File: src/okcs_pkg.sv
// ---------------------------------------------------------------------------
// okcs_pkg: shared constants, types and helpers for the OKLab chroma scaler
// Coefficient tables (Q.20), working widths and the rounding helpers used by
// the LMS, Lab and RGB sections.
// ---------------------------------------------------------------------------
package okcs_pkg;

  // Pixel format: signed, two integer bits, rest fraction
  localparam int PIXEL_BITS = 16;
  localparam int FRAC_IN    = PIXEL_BITS - 2;
  // Working fraction of all intermediates
  localparam int WFRAC      = 20;

  // Chroma gain register, unsigned Q4.12
  localparam int              GAIN_W     = 16;
  localparam int              GAIN_FRAC  = 12;
  localparam logic [GAIN_W-1:0] GAIN_RESET = 16'd4096;

  // Cube root: one restoring step per pipeline stage
  localparam int CB_STEPS = WFRAC + 1;
  localparam int MAG_W    = WFRAC + 2;
  localparam int X_W      = 3 * WFRAC + 2;
  localparam int Y_W      = WFRAC + 1;
  localparam int SQ_W     = 2 * Y_W;

  // Clamp limits in Q.20, pixel limits in the pixel format
  localparam logic signed [63:0] LMS_CLAMP = 64'sd1 <<< 24;
  localparam logic signed [63:0] RGB_CLAMP = 64'sd1 <<< 22;
  localparam logic signed [63:0] PX_MAX    = (64'sd1 <<< (PIXEL_BITS - 1)) - 64'sd1;
  localparam logic signed [63:0] PX_MIN    = -(64'sd1 <<< (PIXEL_BITS - 1));

  typedef logic signed [PIXEL_BITS-1:0] px_t;
  typedef logic [MAG_W-1:0]             mag_t;
  typedef logic [X_W-1:0]               cb_x_t;
  typedef logic [Y_W-1:0]               cb_y_t;
  typedef logic [SQ_W-1:0]              cb_sq_t;
  typedef logic [SQ_W+1:0]              cb_t_t;
  typedef logic [SQ_W+3:0]              cb_b_t;
  typedef logic signed [Y_W:0]          root_t;
  typedef logic signed [25:0]           lab_t;
  typedef logic signed [29:0]           chroma_t;
  typedef logic signed [25:0]           lin_t;
  typedef logic signed [29:0]           lin2_t;
  typedef logic signed [33:0]           cube_t;
  typedef logic signed [23:0]           rgbw_t;
  typedef logic signed [23:0]           coef_t;

  localparam coef_t TO_LMS [3][3] = '{
    '{ 24'sd432246,  24'sd562385,  24'sd53945  },
    '{ 24'sd222197,  24'sd713765,  24'sd112614 },
    '{ 24'sd92592,   24'sd295404,  24'sd660581 }
  };
  localparam coef_t TO_LAB [3][3] = '{
    '{ 24'sd220677,  24'sd832169,  -24'sd4270   },
    '{ 24'sd2074082, -24'sd2546563, 24'sd472482 },
    '{ 24'sd27162,   24'sd820796,  -24'sd847958 }
  };
  localparam coef_t FROM_LAB [3][3] = '{
    '{ 24'sd1048576, 24'sd415590,  24'sd226287   },
    '{ 24'sd1048576, -24'sd110689, -24'sd66956   },
    '{ 24'sd1048576, -24'sd93831,  -24'sd1354221 }
  };
  localparam coef_t TO_RGB [3][3] = '{
    '{ 24'sd4274773,  -24'sd3468387, 24'sd242190  },
    '{ -24'sd1330054, 24'sd2736529,  -24'sd357900 },
    '{ -24'sd4400,    -24'sd737588,  24'sd1790564 }
  };

  // Shift right by n with rounding half away from zero
  function automatic logic signed [63:0] rnd(input logic signed [63:0] v, input int n);
    logic signed [63:0] h;
    h = 64'sd1 <<< (n - 1);
    if (v[63]) h = h - 64'sd1;
    return (v + h) >>> n;
  endfunction

  function automatic logic signed [63:0] clamp(input logic signed [63:0] v,
                                               input logic signed [63:0] lo,
                                               input logic signed [63:0] hi);
    logic signed [63:0] r;
    r = v;
    if (v < lo) r = lo;
    else if (v > hi) r = hi;
    return r;
  endfunction

endpackage

File: src/okcs_lms.sv
// ---------------------------------------------------------------------------
// okcs_lms: RGB to LMS matrix
// Registers the nine products, then rounds each row sum to Q.20 and splits
// it into sign and magnitude for the cube root.
// ---------------------------------------------------------------------------
module okcs_lms (
  input  logic                clk,
  input  logic                rst,
  input  logic                en,
  input  logic                in_valid,
  input  okcs_pkg::px_t       px [3],
  output logic                out_valid,
  output okcs_pkg::mag_t      mag [3],
  output logic [2:0]          neg
);

  logic [1:0]         vs;
  logic signed [39:0] prod [3][3];
  logic signed [63:0] lms [3];

  // Advance valid bits
  always_ff @(posedge clk) begin
    if (rst) begin
      vs <= '0;
    end else if (en) begin
      vs <= {vs[0], in_valid};
    end
  end

  // Stage 1: products
  always_ff @(posedge clk) begin
    if (en) begin
      for (int i = 0; i < 3; i++) begin
        for (int j = 0; j < 3; j++) begin
          prod[i][j] <= px[j] * okcs_pkg::TO_LMS[i][j];
        end
      end
    end
  end

  // Row sums rounded to Q.20
  always_comb begin
    for (int i = 0; i < 3; i++) begin
      lms[i] = okcs_pkg::rnd(64'(prod[i][0]) + 64'(prod[i][1]) + 64'(prod[i][2]),
                             okcs_pkg::FRAC_IN);
    end
  end

  // Stage 2: sign and magnitude
  always_ff @(posedge clk) begin
    if (en) begin
      for (int i = 0; i < 3; i++) begin
        neg[i] <= lms[i][63];
        mag[i] <= lms[i][63] ? okcs_pkg::mag_t'(-lms[i]) : okcs_pkg::mag_t'(lms[i]);
      end
    end
  end

  assign out_valid = vs[1];

endmodule

File: config.mk
export PLATFORM = sky130hd
export DESIGN_NAME = okcs_lms
export DESIGN_NICKNAME = d
export VERILOG_FILES = /design/src/okcs_pkg.sv /design/src/okcs_lms.sv
export SDC_FILE = /design/constraint.sdc
export NUM_CORES = 2
export LEC_CHECK = 0
export ABC_AREA = 1
export ABC_CLOCK_PERIOD_IN_PS = 8900
export BUFFER_PORTS_ARGS = -buffer_cell sky130_fd_sc_hd__buf_2
export CAP_MARGIN = 20
export CORE_ASPECT_RATIO = 2
export CORE_MARGIN = 2
export CORE_UTILIZATION = 45
export DETAILED_ROUTE_END_ITERATION = 10
export PLACE_DENSITY = 0.64
export SETUP_SLACK_MARGIN = 0.02
export SLEW_MARGIN = 20
export SYNTH_ARGS = -nofsm -noshare
export SYNTH_HDL_FRONTEND = slang
export SYNTH_SLANG_ARGS = --single-unit
File: constraint.sdc
create_clock -name clk -period 8.9 [get_ports clk]
set_input_delay 1.335 -clock clk [delete_from_list [all_inputs] [get_ports clk]]
set_output_delay 1.335 -clock clk [all_outputs]
set_load 0.03 [all_outputs]
==> impl_metrics.py <==
metrics = {
    "synthesis": {
        "synthArstFlopShare": 0,
        "synthTopCellsByCount": "1,767 x inv_1, 1,288 x nand2_1, 1,283 x ha_1",
        "synth-seq-cells": 372,
        "syn_nets": 9879,
        "ys_types": 63,
        "synthTopCellsByArea": "fa_1 25%, ha_1 24%, edfxtp_1 16%",
        "synth_edf_count": 370,
        "synth_most_common_cell": "inv_1",
        "avgSynthCellArea_um2": 8.86,
        "yosysTopAreaCellShare": 0.249,
        "yosysWarnings": 0,
        "ys.flop_type": "edfxtp_1",
        "syn_inst": 7697,
        "syn-cell-area_um2": 68200,
        "yosysSeqAreaShare": 0.163,
        "synth_largest_area_cell": "fa_1",
    },
    "route": {
        "drt-pass1-iter-count": 6,
        "num_vias": 52100,
        "wl_per_cell_um": 21.5,
        "wl_mm": 212,
        "vias_per_cell": 5.29,
        "drc": 0,
        "drt_iter0_drc": 3921,
        "detail-route-antenna-nets": 0,
    },
    "min_path": {
        "hold_path_class": "register to register",
    },
    "die": {
        "core_um2": 151000,
        "die_x_um": 279,
        "die_h_um": 555,
        "io_pins": 122,
        "dieArea_um2": 155000,
        "start_util": 0.452,
        "rows": 202,
    },
    "grt": {
        "antenna_found_initial": 21,
        "grt_overflow": 0,
        "grt_pass1_vias": 53000,
        "grt_first_pass_wirelength_mm": 324,
        "grt_max_degree": 145,
        "grtUsageTotal": 0.280,
    },
    "setup_path": {
        "cp-start-kind": "input port",
        "required_ns": 9.29,
        "arrival_ns": 7.76,
        "endpoint_kind": "register",
        "critPathMaxFanout": 16,
        "criticalPathCategory": "input port to register",
    },
    "clocking": {
        "insertion_delay_ns": 0.66,
        "cts_buffers": 42,
        "cts_max_level": 2,
        "path_clk_slew_ns": 0.06,
        "postCtsSetupBuffers": 0,
        "cts_tree": "done",
        "cts.repair.resized": 0,
        "clock-sinks": 372,
        "clk_path_buf_depth": 3,
        "hold_buffers": 0,
        "cts-root-buf": "clkbuf_16",
    },
    "cells_and_area": {
        "area_growth_pct": 6.67,
        "drive_gt1_frac": 0.0439,
        "nets": 10100,
        "fill_cells": 14400,
    },
    "timing": {
        "setup_viol": 0,
        "tns_ns": 0,
        "slew_headroom": 0.295,
        "clock_skew_ns": 0.0390,
        "tightest_slew_ns": 1.05,
        "fmax_mhz": 136,
        "rsz0062_at_grt": "false",
        "slew_violations": 0,
        "fin_crit_ns": 7.37,
        "finalHoldViolations": 0,
        "fin_crit_sh": 0.828,
    },
    "placement": {
        "place_congestion": 1.07,
        "dp_hpwl_mm": 185,
        "port_buffers": 121,
    },
    "flow_run": {
        "maxCapViolations": 0,
    },
    "outcome": {
        "outcome": "completed",
    },
}
state kept, by name, summed over array words and instances (netlist names):
signal / flops
vs: 2
prod: 301
neg: 3
mag: 66
cells in the final DEF, fill, tap and decap left out, drive strengths merged, types with 49 or more instances in the layout:
master	instances
ha	1283
xor2	263
o21ai	184
edfxtp	370
buf	151
nor2	423
inv	1786
fa	847
nand2	1331
nor3	49
nand4	84
xnor2	110
nand3	298
a21oi	427
final cells by class:
class / count / area [um2] / area share
clock buffers: 45 / 1080 / 0.0149
clock inverters: 32 / 267 / 0.00366
multi-input cells: 5529 / 50300 / 0.691
repair buffers: 151 / 853 / 0.0117
diodes: 4 / 10.0 / 0.000138
flip-flops and latches: 372 / 11200 / 0.153
inverters: 1781 / 6690 / 0.0919
well taps: 1938 / 2420 / 0.0333
worst max-delay path, cell delays in order:
cell and delay [ns]:
buf_2 0.45, inv_1 0.12, ha_1 0.38, fa_1 0.50, inv_1 0.05, ha_1 0.27, inv_1 0.05, fa_1 0.52
inv_1 0.05, fa_1 0.50, fa_1 0.44, ha_1 0.35, a21oi_1 0.17, nand2_1 0.10, nand2_1 0.07, nand2_1 0.08
a21boi_0 0.31, o21ai_0 0.22, a21boi_0 0.43, o21ai_0 0.22, a21boi_0 0.48, o21ai_0 0.24, nand2_1 0.11, inv_1 0.06
a21oi_1 0.16, xnor2_1 0.08
logic make-up (layout without fill, tap and decap cells):
logic type / count (synthesis) / after routing / synth area share
flip-flops: 372 / 372 / 0.163
adder cells (fa/ha/maj): 2130 / 2130 / 0.484
buffers and inverters: 1796 / 2009 / 0.0994
XOR/XNOR: 373 / 373 / 0.0485
AO/OA/AOI/OAI: 778 / 778 / 0.0636
AND/OR/NAND/NOR: 2248 / 2248 / 0.141
other: 0 / 4 / 0
stage by stage:
step                      setup slack (ns)  instance area [um2]  hold WS, ns  instances  utilization
after floorplan                       1.92                68200        0.430       7697            -
after global placement                1.13                71400        0.436       9771        0.473
after detailed placement              1.04                71400        0.451       9771        0.473
after CTS                             1.65                72800        0.460       9848        0.482
after global routing                  1.02                72800        0.493       9849        0.482
final                                 1.53                72800        0.457       9852        0.482
worst paths after layout:
kind	startpoint	to	slack, ns	cells after the start
setup / recovery	px[21]	prod[0][75]$_DFFE_PP_	1.53	26
hold / removal	vs[0]$_SDFFE_PP0P_	vs[1]$_SDFFE_PP0P_	0.46	2
setup reg to reg	prod[2][1]$_DFFE_PP_	mag[62]$_DFFE_PP_	2.45	32
hold reg to reg	vs[0]$_SDFFE_PP0P_	vs[1]$_SDFFE_PP0P_	0.46	2
layer usage:
metal / share of wire / vias up / GRT usage
li1: - / 24900 / -
met1: 0.41 / 25200 / 0.354
met2: 0.47 / 1565 / 0.462
met3: 0.064 / 397 / 0.0444
met4: 0.060 / 28 / 0.142
met5: 0.00092 / - / 0
Power is left out: the tool's default activity adds up to more than one toggle a clock period on the data nets, which glitch-free logic cannot reach.
